## config.mk

```make
export PLATFORM = sky130hd
export DESIGN_NAME = can_frame_to_ascii_text
export DESIGN_NICKNAME = d
export VERILOG_FILES = /design/src/rtl/core/cfta_pkg.sv /design/src/rtl/core/can_frame_to_ascii_text.sv
export SDC_FILE = /design/constraint.sdc
export NUM_CORES = 1
export LEC_CHECK = 0
export ABC_AREA = 0
export BUFFER_PORTS_ARGS = -buffer_cell sky130_fd_sc_hd__buf_2
export CORE_UTILIZATION = 40
export CTS_CLUSTER_DIAMETER = 60
export DETAILED_ROUTE_END_ITERATION = 8
export SLEW_MARGIN = 0
export SYNTH_ARGS = -nofsm -noshare
export SYNTH_HDL_FRONTEND = slang
export SYNTH_SLANG_ARGS = --single-unit
```

## constraint.sdc

```tcl
create_clock -name clk -period 16.7 [get_ports clk]
set_input_delay 2.505 -clock clk [delete_from_list [all_inputs] [get_ports clk]]
set_output_delay 2.505 -clock clk [all_outputs]
set_load 0.02 [all_outputs]
```

## src/rtl/core/cfta_pkg.sv

```systemverilog
// ---------------------------------------------------------------------------
// cfta_pkg
// types, constants and the hex digit converter of the can frame text encoder
// ---------------------------------------------------------------------------
package cfta_pkg;

  localparam logic [3:0] MAX_DATA_BYTES = 4'd8;

  // register indexes on the configuration port
  localparam logic REG_CANSEND_FORMAT   = 1'b0;
  localparam logic REG_EXTRA_LINE_FEED  = 1'b1;

  // fixed characters
  localparam logic [7:0] CHAR_HASH   = 8'h23;
  localparam logic [7:0] CHAR_UP_R   = 8'h52;
  localparam logic [7:0] CHAR_UP_T   = 8'h54;
  localparam logic [7:0] CHAR_LO_R   = 8'h72;
  localparam logic [7:0] CHAR_LO_T   = 8'h74;
  localparam logic [7:0] CHAR_CR     = 8'h0D;
  localparam logic [7:0] CHAR_LF     = 8'h0A;
  localparam logic [7:0] CHAR_ZERO   = 8'h30;
  localparam logic [7:0] CHAR_UP_A   = 8'h41;

  // sequencer states, idle plus one per field of the text line
  typedef enum logic [3:0] {
    ST_IDLE,
    ST_PREFIX,
    ST_ID,
    ST_HASH,
    ST_RCHAR,
    ST_LEN,
    ST_DATA,
    ST_CR,
    ST_LF
  } state_t;

  // uppercase hex digit of one nibble
  function automatic logic [7:0] hex_char(input logic [3:0] nib);
    logic [7:0] c;
    if (nib < 4'd10) begin
      c = CHAR_ZERO + {4'd0, nib};
    end else begin
      c = CHAR_UP_A + {4'd0, nib - 4'd10};
    end
    return c;
  endfunction

endpackage

```

## src/rtl/core/can_frame_to_ascii_text.sv

```systemverilog
// ---------------------------------------------------------------------------
// can_frame_to_ascii_text
// turns one received can frame into a line of ascii text, one char per item
// ---------------------------------------------------------------------------
// One frame is taken on the slave side, then the block is busy until the
// whole line has been handed to the output register. A line is N characters:
// slcan gives 1 + 3/8 id digits + 1 length digit + 2 per data byte (none for
// remote frames), cansend gives 3/8 id digits + '#' + either 'R' (and the
// length digit when the length is nonzero) or 2 per data byte; both add CR
// and, when enabled, LF. N is at most 28. The sequencer walks the fields one
// character at a time through a single nibble-to-hex converter, one character
// a cycle while the output register is free. The next frame can be taken
// while the final character still waits in the output register.
// Configuration writes are always taken and must only be made while the
// block is idle.
// ---------------------------------------------------------------------------
module can_frame_to_ascii_text (
  input  logic         clk,
  input  logic         rst,
  // configuration write channel
  input  logic         cfg_valid,
  output logic         cfg_ready,
  input  logic         cfg_index,
  input  logic         cfg_data,
  // frame input
  input  logic         s_axis_tvalid,
  output logic         s_axis_tready,
  // tdata: frame_id[28:0], data_length[32:29], byte0[40:33] .. byte7[96:89],
  //        zero pad [103:97]
  input  logic [103:0] s_axis_tdata,
  // tuser: is_extended[0], is_remote[1]
  input  logic [1:0]   s_axis_tuser,
  // text output
  output logic         m_axis_tvalid,
  input  logic         m_axis_tready,
  // tdata: text_char[7:0]
  output logic [7:0]   m_axis_tdata,
  output logic         m_axis_tlast
);

  // configuration registers
  logic cansend_format;
  logic extra_line_feed;

  // held frame
  logic        held_ext;
  logic        held_rem;
  logic [3:0]  held_len;
  logic [31:0] id_sr;       // id digits, most significant nibble at the top
  logic [63:0] data_sr;     // data bytes, byte0 in the low bits
  logic        lo_nib;      // next data digit is the low nibble
  logic [4:0]  cnt;         // digits left in the current field

  cfta_pkg::state_t state, state_next;
  logic [31:0] id_sr_next;
  logic [63:0] data_sr_next;
  logic        lo_nib_next;
  logic [4:0]  cnt_next;

  logic        out_load;
  logic [7:0]  out_char;
  logic        out_last;
  logic [3:0]  hex_nib;     // operand of the shared hex converter
  logic [7:0]  hex_out;

  logic        s_accept;
  logic        step;
  logic [3:0]  in_len;
  logic [3:0]  in_len_sat;

  assign cfg_ready     = 1'b1;
  assign s_axis_tready = (state == cfta_pkg::ST_IDLE);
  assign s_accept      = s_axis_tvalid && s_axis_tready;
  // output register free this cycle
  assign step          = !m_axis_tvalid || m_axis_tready;

  assign in_len     = s_axis_tdata[32:29];
  assign in_len_sat = (in_len > cfta_pkg::MAX_DATA_BYTES) ? cfta_pkg::MAX_DATA_BYTES : in_len;

  assign hex_out = cfta_pkg::hex_char(hex_nib);

  // configuration
  always_ff @(posedge clk) begin
    if (rst) begin
      cansend_format  <= 1'b0;
      extra_line_feed <= 1'b0;
    end else if (cfg_valid && cfg_ready) begin
      unique case (cfg_index)
        cfta_pkg::REG_CANSEND_FORMAT:  cansend_format  <= cfg_data;
        cfta_pkg::REG_EXTRA_LINE_FEED: extra_line_feed <= cfg_data;
        default: ;
      endcase
    end
  end

  // state register
  always_ff @(posedge clk) begin
    if (rst) begin
      state <= cfta_pkg::ST_IDLE;
    end else begin
      state <= state_next;
    end
  end

  // frame hold and field walkers
  always_ff @(posedge clk) begin
    if (s_accept) begin
      held_ext <= s_axis_tuser[0];
      held_rem <= s_axis_tuser[1];
      held_len <= in_len_sat;
      // standard ids keep the low 11 bits as three digits
      if (s_axis_tuser[0]) begin
        id_sr <= {3'd0, s_axis_tdata[28:0]};
      end else begin
        id_sr <= {1'b0, s_axis_tdata[10:0], 20'd0};
      end
      data_sr <= s_axis_tdata[96:33];
      lo_nib  <= 1'b0;
    end else begin
      id_sr   <= id_sr_next;
      data_sr <= data_sr_next;
      lo_nib  <= lo_nib_next;
    end
  end

  always_ff @(posedge clk) begin
    if (rst) begin
      cnt <= 5'd0;
    end else begin
      cnt <= cnt_next;
    end
  end

  // sequencer: next state and the character of this cycle
  always_comb begin
    state_next   = state;
    id_sr_next   = id_sr;
    data_sr_next = data_sr;
    lo_nib_next  = lo_nib;
    cnt_next     = cnt;
    out_load     = 1'b0;
    out_char     = cfta_pkg::CHAR_CR;
    out_last     = 1'b0;
    hex_nib      = held_len;

    unique case (state)
      cfta_pkg::ST_IDLE: begin
        if (s_accept) begin
          cnt_next   = s_axis_tuser[0] ? 5'd8 : 5'd3;
          state_next = cansend_format ? cfta_pkg::ST_ID : cfta_pkg::ST_PREFIX;
        end
      end
      cfta_pkg::ST_PREFIX: begin
        if (held_ext) begin
          out_char = held_rem ? cfta_pkg::CHAR_UP_R : cfta_pkg::CHAR_UP_T;
        end else begin
          out_char = held_rem ? cfta_pkg::CHAR_LO_R : cfta_pkg::CHAR_LO_T;
        end
        if (step) begin
          out_load   = 1'b1;
          state_next = cfta_pkg::ST_ID;
        end
      end
      cfta_pkg::ST_ID: begin
        hex_nib  = id_sr[31:28];
        out_char = hex_out;
        if (step) begin
          out_load   = 1'b1;
          id_sr_next = {id_sr[27:0], 4'd0};
          cnt_next   = cnt - 5'd1;
          if (cnt == 5'd1) begin
            state_next = cansend_format ? cfta_pkg::ST_HASH : cfta_pkg::ST_LEN;
          end
        end
      end
      cfta_pkg::ST_HASH: begin
        out_char = cfta_pkg::CHAR_HASH;
        if (step) begin
          out_load = 1'b1;
          cnt_next = {held_len, 1'b0};
          priority if (held_rem) begin
            state_next = cfta_pkg::ST_RCHAR;
          end else if (held_len != 4'd0) begin
            state_next = cfta_pkg::ST_DATA;
          end else begin
            state_next = cfta_pkg::ST_CR;
          end
        end
      end
      cfta_pkg::ST_RCHAR: begin
        out_char = cfta_pkg::CHAR_UP_R;
        if (step) begin
          out_load   = 1'b1;
          state_next = (held_len != 4'd0) ? cfta_pkg::ST_LEN : cfta_pkg::ST_CR;
        end
      end
      cfta_pkg::ST_LEN: begin
        hex_nib  = held_len;
        out_char = hex_out;
        if (step) begin
          out_load = 1'b1;
          cnt_next = {held_len, 1'b0};
          if (cansend_format || held_rem || held_len == 4'd0) begin
            state_next = cfta_pkg::ST_CR;
          end else begin
            state_next = cfta_pkg::ST_DATA;
          end
        end
      end
      cfta_pkg::ST_DATA: begin
        // high nibble of each byte first
        hex_nib  = lo_nib ? data_sr[3:0] : data_sr[7:4];
        out_char = hex_out;
        if (step) begin
          out_load    = 1'b1;
          lo_nib_next = !lo_nib;
          if (lo_nib) begin
            data_sr_next = {8'd0, data_sr[63:8]};
          end
          cnt_next = cnt - 5'd1;
          if (cnt == 5'd1) begin
            state_next = cfta_pkg::ST_CR;
          end
        end
      end
      cfta_pkg::ST_CR: begin
        out_char = cfta_pkg::CHAR_CR;
        out_last = !extra_line_feed;
        if (step) begin
          out_load   = 1'b1;
          state_next = extra_line_feed ? cfta_pkg::ST_LF : cfta_pkg::ST_IDLE;
        end
      end
      cfta_pkg::ST_LF: begin
        out_char = cfta_pkg::CHAR_LF;
        out_last = 1'b1;
        if (step) begin
          out_load   = 1'b1;
          state_next = cfta_pkg::ST_IDLE;
        end
      end
      default: begin
        state_next = cfta_pkg::ST_IDLE;
      end
    endcase
  end

  // output register
  always_ff @(posedge clk) begin
    if (rst) begin
      m_axis_tvalid <= 1'b0;
    end else if (out_load) begin
      m_axis_tvalid <= 1'b1;
    end else if (m_axis_tready) begin
      m_axis_tvalid <= 1'b0;
    end
  end

  always_ff @(posedge clk) begin
    if (out_load) begin
      m_axis_tdata <= out_char;
      m_axis_tlast <= out_last;
    end
  end

endmodule

```

# Word level (Yosys, flattened, before mapping)
# Cells that the tools add are included.
[word_totals] reg_bits=124 inputBits=113
[classes] n_addsub=4 n_lt_le_gt_ge=2 eq_ne=22 n_mux=44 n_bitwise=1 n_reduce_logical=27
[ops] operator="$mux W64" n=4
[ops] operator="$mux W32" n=3
[ops] operator="$mux W4" n=14
[ops] operator="$pmux W8 S5" n=1
[ops] operator="$pmux W4 S9" n=1
[ops] operator="$mux W31" n=1
[ops] operator="$ne A2 B2 Y1 const B" n=10
[ops] operator="$eq A4 B3 Y1 const B" n=4
[ops] operator="$mux W5" n=3
[ops] operator="$pmux W5 S3" n=1
[ops] operator="$reduce_and A11 Y1" n=1
[ops] operator="$reduce_bool A2 Y1" n=5
[ops] operator="$mux W3" n=3
[ops] operator="$add A7 B4 Y8 const A" n=1
[ops] operator="$eq A4 B2 Y1 const B" n=2
[ops] operator="$logic_not A4 Y1" n=2
[ops] operator="$mux W8" n=1
[ops] operator="$pmux W4 S2" n=1
[ops] operator="$reduce_and A2 Y1" n=4
[ops] operator="$reduce_or A8 Y1" n=1
[ops] operator="$add A6 B4 Y7 const A" n=1
[ops] operator="$mux W1" n=6
[ops] operator="$mux W2" n=3
[ops] operator="$mux W6" n=1
[ops] operator="19 further kinds" n=26

# Longest topological paths before layout
# Gate-level depths: netlist of the first run.
[logic_depth] depth_word=6 depth_mapped=9 mapped_depth_nobuf=7

# Worst setup path after synthesis of the first run
# No wires, ideal clock.
[synth_timing] kind="input -> register" startpoint="input m_axis_tready" endpoint="register data_sr[0] (enable)" setup_ns=0.575 t_arrival_ns=7.321 t_required_ns=16.125 path_slack_ns=8.804 stages=3 n_path_buf=0 cell_sequence="nand2b_1 -> nand4_1 -> o21ai_0"
[synth_between] elab_chain_cells=3
[synth_rtl] element="start, declared" line="can_frame_to_ascii_text.sv:35" source="input logic m_axis_tready,"
[synth_rtl] element="$logic_or A1 B1 Y1" line="can_frame_to_ascii_text.sv:75" source="assign step = !m_axis_tvalid || m_axis_tready;"
[synth_rtl] element="$reduce_bool A2 Y1 (no source line)"
[synth_rtl] element="$reduce_and A3 Y1 (no source line)"
[synth_rtl] element="end signal, assigned" line="can_frame_to_ascii_text.sv:117" source="data_sr <= s_axis_tdata[96:33];"
[synth_rtl] element="end signal, assigned" line="can_frame_to_ascii_text.sv:121" source="data_sr <= data_sr_next;"
[synth_rtl] element="end, declared" line="can_frame_to_ascii_text.sv:50" source="logic [63:0] data_sr;"
# Every way passes these cells.
# A chain may end at the register's enable or synchronous reset.

# Final worst setup path of the first run
[layout_timing] startpoint="input s_axis_tvalid" endpoint="register held_len[3] (enable)"
[layout_between] elab_chain_cells=1
[layout_rtl] element="start, declared" line="can_frame_to_ascii_text.sv:26" source="input logic s_axis_tvalid,"
[layout_rtl] element="$logic_and A1 B1 Y1" line="can_frame_to_ascii_text.sv:73" source="assign s_accept = s_axis_tvalid && s_axis_tready;"
[layout_rtl] element="end signal, assigned" line="can_frame_to_ascii_text.sv:110" source="held_len <= in_len_sat;"
[layout_rtl] element="end, declared" line="can_frame_to_ascii_text.sv:48" source="logic [3:0] held_len;"
# Every way passes these cells.

==> results of run 1 <==
[final timing paths]
check                    endpoint  slack [ns]  cells after the start
setup / recovery      held_len[3]       12.20                      4
setup reg to reg      held_len[3]       13.31                      5
hold / removal    extra_line_feed        0.50                      2
hold reg to reg   extra_line_feed        0.50                      2
[routing by layer]
layer	vias up	global-route usage
met5	-	0
met4	0	0.0617
met3	17	0.0563
met2	125	0.259
met1	2062	0.225
li1	2249	-
[worst register-to-register path: stages, from the launching register on]
cell     delay [ns]
dfxtp_1        0.30
buf_4          0.23
nor4_4         0.63
nand2_4        0.64
inv_2          0.53
buf_4          0.63
[cell type report]
class | count | area share
clock buffer | 20 | 0.0607
multi-input combinational | 418 | 0.302
inverter | 9 | 0.00469
clock inverter | 12 | 0.0205
timing repair buffer | 120 | 0.0852
tap | 184 | 0.0320
sequential | 123 | 0.495
[power breakdown]
group,total (mW),internal [mW],switching [mW]
Combinational,0.440,0.148,0.293
Clock,0.367,0.233,0.133
Sequential,0.570,0.527,0.0437
[sequential cells by signal, summed over array words and instances, names as in the netlist]
| name | cells |
|---|---|
| cansend_format | 1 |
| cnt | 5 |
| data_sr | 64 |
| extra_line_feed | 1 |
| held_ext | 1 |
| held_len | 4 |
| held_rem | 1 |
| id_sr | 32 |
| lo_nib | 1 |
| m_axis_tdata | 7 |
| m_axis_tlast | 1 |
| m_axis_tvalid | 1 |
| state | 4 |
[cells by family after synthesis]
group                      after synthesis  synth area share
and+or+nand+nor                        317             0.233
DFF                                    123             0.600
AOI/OAI and AO/OA                       75            0.0868
buffers and inverters                   50            0.0386
muxes                                   16            0.0270
xor gates and xnor gates                 5           0.00737
adders and majority gates                3           0.00632
other                                    2           0.00126
[metrics by stage]
stage	setup WS [ns]	hold WS [ns]	instance area, µm²	std cells	utilization
after floorplan	8.80	0.450	5940	591	-
final	12.20	0.496	7200	886	0.495
after CTS	12.14	0.507	7200	886	0.495
after detailed placement	11.70	0.493	6610	854	0.455
after global placement	11.71	0.479	6610	854	0.455
after global routing	11.99	0.528	7200	886	0.495
[cells in the final DEF, fill, tap and decap left out, drive strengths merged, types with 4 or more instances in the layout]
| cell type | instances |
|---|---|
| nor2b | 8 |
| a211oi | 6 |
| and3 | 13 |
| buf | 120 |
| nand3 | 21 |
| nand2b | 5 |
| clkinv | 5 |
| nor3 | 7 |
| a21oi | 16 |
| dfxtp | 13 |
| or2 | 4 |
| o21ai | 19 |
| nand2 | 224 |
| nor4 | 4 |
| a31oi | 4 |
| o22ai | 5 |
| nor2 | 18 |
| clkbuf | 20 |
| mux2i | 16 |
| inv | 10 |
| o211ai | 4 |
| edfxtp | 110 |
==> results.json, run 1 <==
{
  "io_pins": 125,
  "slowest_stage": "buf_4",
  "multi_input_area_um2": 2170,
  "syn-cell-area_um2": 5940,
  "clock-sinks": 123,
  "synth_most_common_cell": "nand2_1",
  "die_h_um": 124,
  "r2r-start": "state[2]",
  "finalCriticalPeriod_ns": 4.50,
  "diodes": 0,
  "dr_wl_met2_um": 5940,
  "wl_met1_um": 5730,
  "syn_avg_cell_area_um2": 10.0,
  "grt.total_usage": 0.170,
  "dp.final_hpwl_um": 8170,
  "yosysTopAreaCellShare": 0.556,
  "core_area_um2": 14500,
  "num_rows": 44,
  "cts_tree": "yes",
  "cp.required_ns": 16.74,
  "drc": 0,
  "holdCritPathClass": "reg2reg",
  "clk-insertion-delay-late_ns": 0.41,
  "ys_ff_latch": 123,
  "hold_violations": 0,
  "synth_common_cells": "224 x nand2_1, 110 x edfxtp_1, 25 x clkbuf_1",
  "synthCells": 591,
  "cts_htree_levels": 4,
  "critPathKind": "in2reg",
  "regArea_um2": 3560,
  "fin_crit_sh": 0.269,
  "start_util": 0.409,
  "cts_resized": 0,
  "slew_headroom": 0.355,
  "crit_family": "buffers and inverters",
  "leakage_nw": 3.12,
  "min_from": "extra_line_feed",
  "grt_pass1_wl_um": 19700,
  "endpoint_kind": "flop",
  "routed_wl_um": 12600,
  "portBuffers": 115,
  "cts-hold-fix-buffers": 0,
  "worstSetupStartpoint": "s_axis_tvalid",
  "gp_congestion": 0.844,
  "grt_max_degree": 96,
  "fill_cells": 1345,
  "synth_area_leaders": "edfxtp_1 56%, nand2_1 14%, dfxtp_1 4.4%, mux2i_1 2.7%, nand3_1 1.8%",
  "top_layer": "met4",
  "drive_above_1_share": 0.232,
  "ys_dominant_reg_cell": "edfxtp_1",
  "cp.arrival_ns": 4.54,
  "ys_warn_count": 0,
  "fmax_mhz": 222,
  "cts_root_buffer": "clkbuf_16",
  "cts_buffers": 17,
  "rsz0062_at_grt": "false",
  "path_buf_inv": 3,
  "nets": 805,
  "dieArea_um2": 15300,
  "die_x_um": 124,
  "crit_chain": "buf_2 > nand2_4 > inv_2 > buf_4",
  "drt_iter0_drc": 424,
  "grt_antenna_before_repair": 0,
  "cp-start-kind": "input pin",
  "final_max_slew_viol_count": 0,
  "power_density_nw_per_um2": 191,
  "slowest_delay_ns": 0.62,
  "status": "completed",
  "num_vias": 4453,
  "yosysTopAreaCell": "edfxtp_1",
  "ant_nets": 0,
  "viasPerCell": 5.03,
  "finalSetupTns_ns": 0,
  "cts_setup_buffers": 0,
  "tightestPinTransition_ns": 0.968,
  "synth_edf_count": 110,
  "ys_seq_area_frac": 0.600,
  "setup_violations": 0,
  "synthArstFlopShare": 0,
  "path_max_fanout": 95,
  "first_global_vias": 4029,
  "clockBufferDepth": 2,
  "syn_nets": 707,
  "wl_per_cell_um": 14.2,
  "clkSlewWorstSetupHoldPaths_ns": 0.05,
  "fin_skew_ns": 0.00628,
  "drv_cap": 0,
  "ir_drop_mv": 0.0891,
  "area_growth_pct": 21.2,
  "met3_length_um": 703,
  "synth_cell_type_count": 58,
  "dr.pass1.iters": 5,
  "power_mw": 1.38,
  "overflow": 0
}
No activity file was read; power rests on OpenSTA's default activity.
==> run 2: changes to the inputs <==
==> constraint.sdc (replaced) <==
create_clock -name clk -period 3.9 [get_ports clk]
set_input_delay 0.585 -clock clk [delete_from_list [all_inputs] [get_ports clk]]
set_output_delay 0.585 -clock clk [all_outputs]
set_load 0.02 [all_outputs]
==> results.json, run 2 (synthesis gave the netlist of run 1 again) <==
{
  "holdCritPathClass": "in2reg",
  "leakage_nw": 3.14,
  "cts_root_buffer": "clkbuf_16",
  "cp.arrival_ns": 3.02,
  "cts_setup_buffers": 0,
  "final_area_um2": 7230,
  "die_x_um": 124,
  "ir_drop_mv": 0.322,
  "r2r_cells": 4,
  "grt.total_usage": 0.179,
  "grt_antenna_before_repair": 0,
  "viasPerCell": 5.09,
  "r2r-start": "state[3]",
  "power_density_nw_per_um2": 819,
  "layout_common_cells": "223 x nand2_1, 115 x buf_2, 110 x edfxtp_1",
  "post-place-cells": 858,
  "fin_crit_sh": 0.750,
  "clk-insertion-delay-late_ns": 0.41,
  "slowest_delay_ns": 0.82,
  "num_rows": 44,
  "cts_buffers": 17,
  "cts_resized": 0,
  "grt_pass1_wl_um": 20600,
  "cp.required_ns": 4.00,
  "fill_cells": 1387,
  "finalSetupTns_ns": 0,
  "finalCriticalPeriod_ns": 2.93,
  "status": "completed",
  "cp-start-kind": "flop",
  "cts_tree": "yes",
  "portBuffers": 115,
  "dr.pass1.iters": 4,
  "io_pins": 125,
  "clock-sinks": 123,
  "wl_per_cell_um": 14.3,
  "r2r_slack_ns": 0.97,
  "grt_max_degree": 95,
  "num_vias": 4527,
  "setup_violations": 0,
  "path_max_fanout": 31,
  "clockBufferDepth": 2,
  "finish.utilization": 0.498,
  "reg.largest.list": "data_sr x64, id_sr x32, m_axis_tdata x7",
  "diodes": 0,
  "die_h_um": 124,
  "place_area_um2": 6650,
  "area_growth_pct": 21.8,
  "overflow": 0,
  "r2r-end": "data_sr[12]",
  "clkSlewWorstSetupHoldPaths_ns": 0.05,
  "cp-endpoint": "data_sr[12]",
  "fin_skew_ns": 0.00782,
  "drt_iter0_drc": 287,
  "largest_reg_flops": 64,
  "gp_congestion": 0.884,
  "tightestPinTransition_ns": 0.962,
  "nets": 809,
  "drv_cap": 0,
  "cts_htree_levels": 4,
  "holdWs_ns": 0.353,
  "rsz0062_at_grt": "false",
  "dieArea_um2": 15300,
  "fmax_mhz": 342,
  "dp.final_hpwl_um": 8650,
  "core_area_um2": 14500,
  "ant_nets": 0,
  "worstSetupStartpoint": "state[3]",
  "slew_headroom": 0.356,
  "final_max_slew_viol_count": 0,
  "fin_cells": 890,
  "slowest_stage": "o21ai_4",
  "layout.cells.most_common": "nand2_1",
  "first_global_vias": 4265,
  "top_register": "data_sr",
  "cts-hold-fix-buffers": 0,
  "routed_wl_um": 12700,
  "critPathKind": "reg2reg",
  "drc": 0,
  "hold_violations": 0,
  "endpoint_kind": "flop",
  "crit_chain": "inv_1 > nand4_1 > o21ai_4 > buf_4",
  "start_util": 0.409,
  "drive_above_1_share": 0.238
}
[run 2: cell type report]
cell class                 count  area, µm²  area share
sequential                   123       3560       0.493
multi-input combinational    418       2180       0.302
timing repair buffer         124        643      0.0889
clock buffer                  17        425      0.0588
tap                          184        230      0.0318
clock inverter                15        156      0.0216
inverter                       9       33.8     0.00467
[run 2: layer usage]
| layer | track usage | vias up | share of wire |
|---|---|---|---|
| met5 | 0 | - | 0 |
| met4 | 0.0715 | 0 | 0.016 |
| met3 | 0.0517 | 14 | 0.057 |
| met2 | 0.279 | 132 | 0.49 |
| met1 | 0.235 | 2122 | 0.44 |
| li1 | - | 2259 | - |
[run 2: worst min path at each step]
stage | startpoint | to | slack, ns | cells past startpoint
2_1_floorplan | extra_line_feed | extra_line_feed | 0.45 | 2
3_3_place_gp | extra_line_feed | extra_line_feed | 0.47 | 2
3_5_place_dp | extra_line_feed | extra_line_feed | 0.49 | 2
4_1_cts | s_axis_tuser[1] | held_rem | 0.33 | 1
5_1_grt | s_axis_tuser[1] | held_rem | 0.33 | 1
6_report | s_axis_tuser[1] | held_rem | 0.35 | 1
[run 2: critical path, delay by kind of cell (launching register included)]
kind	cells	cell delay, ns
and+or+nand+nor	1	0.31
AOI/OAI and AO/OA	1	0.82
DFF	1	0.55
buffers and inverters	2	0.91
[run 2: metrics by stage]
stage | setup slack (ns) | total power, mW
detailed placement | 0.949 | 4.42
global route | 0.713 | 6.34
CTS | 0.941 | 5.98
global placement | 1.03 | 4.34
finish | 0.974 | 5.92
floorplan | 0.457 | 3.89
[run 2: where the power goes]
part	internal [mW]	switching, mW
clock	0.989	0.562
sequential	2.25	0.199
combinational	0.656	1.26
total	3.90	2.02
==> run 3: changes to the inputs <==
--- a/config.mk
+++ b/config.mk
@@ -5,7 +5,7 @@
 export SDC_FILE = /design/constraint.sdc
 export NUM_CORES = 1
 export LEC_CHECK = 0
-export ABC_AREA = 0
+export ABC_AREA = 1
 export BUFFER_PORTS_ARGS = -buffer_cell sky130_fd_sc_hd__buf_2
 export CORE_UTILIZATION = 40
 export CTS_CLUSTER_DIAMETER = 60
==> constraint.sdc (replaced) <==
create_clock -name clk -period 2.95 [get_ports clk]
set_input_delay 0.4425 -clock clk [delete_from_list [all_inputs] [get_ports clk]]
set_output_delay 0.4425 -clock clk [all_outputs]
set_load 0.02 [all_outputs]
==> results.json, run 3 <==
{
  "power_density_nw_per_um2": 1060,
  "cp.required_ns": 3.12,
  "first_global_vias": 4474,
  "num_vias": 4591,
  "gp_congestion": 0.883,
  "layout_common_cells": "274 x nand2_1, 115 x buf_2, 110 x edfxtp_1",
  "reg.largest.list": "data_sr x64, id_sr x32, m_axis_tdata x7",
  "largest_reg_flops": 64,
  "ys_dominant_reg_cell": "edfxtp_1",
  "ys_warn_count": 0,
  "tightestPinTransition_ns": 0.818,
  "fin_crit_sh": 0.779,
  "rsz0062_at_grt": "false",
  "wl_per_cell_um": 12.9,
  "cts_buffers": 17,
  "synthArstFlopShare": 0,
  "leakage_nw": 3.28,
  "endpoint_kind": "flop",
  "synth_edf_count": 110,
  "portBuffers": 115,
  "synth_simple_gate_area_share": 0.248,
  "clkSlewWorstSetupHoldPaths_ns": 0.06,
  "slew_headroom": 0.455,
  "drv_cap": 0,
  "ys_ff_latch": 123,
  "drc": 0,
  "cts_setup_buffers": 0,
  "yosysTopAreaCellShare": 0.553,
  "critPathKind": "reg2reg",
  "synth_most_common_cell": "nand2_1",
  "yosysTopAreaCell": "edfxtp_1",
  "r2r_cells": 13,
  "cp-start-kind": "flop",
  "fill_cells": 1398,
  "syn-cell-area_um2": 5970,
  "cp.arrival_ns": 2.46,
  "power_mw": 7.60,
  "syn_avg_cell_area_um2": 9.09,
  "r2r_slack_ns": 0.65,
  "muxShareOfSynthArea": 0,
  "ys_seq_area_frac": 0.597,
  "routed_wl_um": 12500,
  "diodes": 0,
  "top_register": "data_sr",
  "fin_skew_ns": 0.0155,
  "clockBufferDepth": 2,
  "num_rows": 44,
  "synth_cell_type_count": 31,
  "r2r-start": "state[0]",
  "grt_antenna_before_repair": 0,
  "fmax_mhz": 435,
  "cts-hold-fix-buffers": 0,
  "synth_area_leaders": "edfxtp_1 55%, nand2_1 17%, dfxtp_1 4.4%, o21ai_0 3.7%, inv_1 3.6%",
  "nets": 885,
  "synth_common_cells": "274 x nand2_1, 110 x edfxtp_1, 57 x inv_1",
  "holdWs_ns": 0.205,
  "grt.total_usage": 0.170,
  "start_util": 0.411,
  "finalCriticalPeriod_ns": 2.30,
  "area_growth_pct": 20.2,
  "final_area_um2": 7180,
  "drt_iter0_drc": 268,
  "overflow": 0,
  "core_area_um2": 14500,
  "r2r-end": "m_axis_tdata[2]",
  "viasPerCell": 4.75,
  "dieArea_um2": 15400,
  "worstSetupStartpoint": "state[0]",
  "io_pins": 125,
  "drive_above_1_share": 0.240,
  "final_max_slew_viol_count": 0,
  "yosys.area_share.xor_xnor": 0,
  "ir_drop_mv": 0.506,
  "place_area_um2": 6650,
  "grt_max_degree": 67,
  "cp-endpoint": "m_axis_tdata[2]",
  "status": "completed",
  "holdCritPathClass": "in2reg",
  "die_x_um": 124,
  "grt_pass1_wl_um": 20800,
  "synthCells": 657,
  "fin_cells": 966,
  "cts_tree": "yes",
  "die_h_um": 124,
  "dr.pass1.iters": 4,
  "cts_htree_levels": 4,
  "post-place-cells": 934,
  "synthAdderAreaFrac": 0.00628,
  "layout.cells.most_common": "nand2_1",
  "clk-insertion-delay-late_ns": 0.43,
  "cts_root_buffer": "clkbuf_16",
  "dp.final_hpwl_um": 8570,
  "synth_compound_area_frac": 0.0765,
  "clock-sinks": 123,
  "setup_violations": 0,
  "synth_top_family_by_area": "simple AND/OR/NAND/NOR gates",
  "syn_nets": 773,
  "finalSetupTns_ns": 0,
  "hold_violations": 0,
  "ant_nets": 0,
  "path_max_fanout": 15,
  "cts_resized": 0
}
[run 3: cell types whose count changed in the layout (fill, tap and decap cells not counted), moves of 7 or more]
cell / before / now
and3_1: 13 / 0
o21ai_0: 18 / 42
nand3_1: 21 / 13
o21ai_2: 0 / 7
nor2b_1: 8 / 0
mux2i_1: 16 / 0
nor2_1: 18 / 45
inv_1: 7 / 57
nand2_1: 223 / 274
[run 3: logic make-up (layout without fill, tap and decap cells)]
kind of cell,Yosys count,count (layout)
adders and majority gates,3,3
other,2,2
AOI/OAI and AO/OA,78,78
and+or+nand+nor,358,358
buffers and inverters,93,218
DFF,123,123
[run 3: routing by layer]
metal,routed length (µm),track usage,part of all wire
met3,614,0.0435,0.049
met4,249,0.0765,0.020
met5,0,0,0
met2,6040,0.285,0.48
met1,5590,0.204,0.45
[run 3: per-stage QoR]
stage | setup slack [ns] | utilization
finish | 0.651 | 0.494
global placement | 0.712 | 0.458
floorplan | 0.0486 | -
global route | 0.349 | 0.494
detailed placement | 0.701 | 0.458
CTS | 0.684 | 0.494
[run 3: critical path, stage by stage (launching register included)]
cell     delay, ns
dfxtp_1       0.40
inv_1         0.15
nand3_4       0.20
inv_2         0.12
nand2_1       0.07
o21ai_0       0.34
inv_1         0.08
ha_1          0.23
inv_1         0.06
nand4_1       0.10
nand2_1       0.09
nand4_1       0.07
nand3_1       0.09
nand2_1       0.05
[run 3: power by group]
group / switching [mW] / internal, mW
clock: 0.789 / 1.07
combinational: 1.69 / 0.748
sequential: 0.258 / 3.04
[run 3: cell type report]
cell class / instances / area, µm² / area share
timing repair buffer: 120 / 613 / 0.0854
inverter: 66 / 248 / 0.0345
multi-input combinational: 441 / 2000 / 0.278
clock inverter: 14 / 98.8 / 0.0138
clock buffer: 18 / 429 / 0.0598
tap: 184 / 230 / 0.0321
sequential: 123 / 3560 / 0.496
[run 3: worst min path at each step]
stage / cells after the start / slack [ns] / end / startpoint
floorplan: 2 / 0.44 / extra_line_feed / extra_line_feed
CTS: 1 / 0.19 / held_rem / s_axis_tuser[1]
global route: 1 / 0.19 / held_rem / s_axis_tuser[1]
finish: 1 / 0.21 / held_rem / s_axis_tuser[1]
global placement: 2 / 0.47 / extra_line_feed / extra_line_feed
detailed placement: 2 / 0.49 / extra_line_feed / extra_line_feed
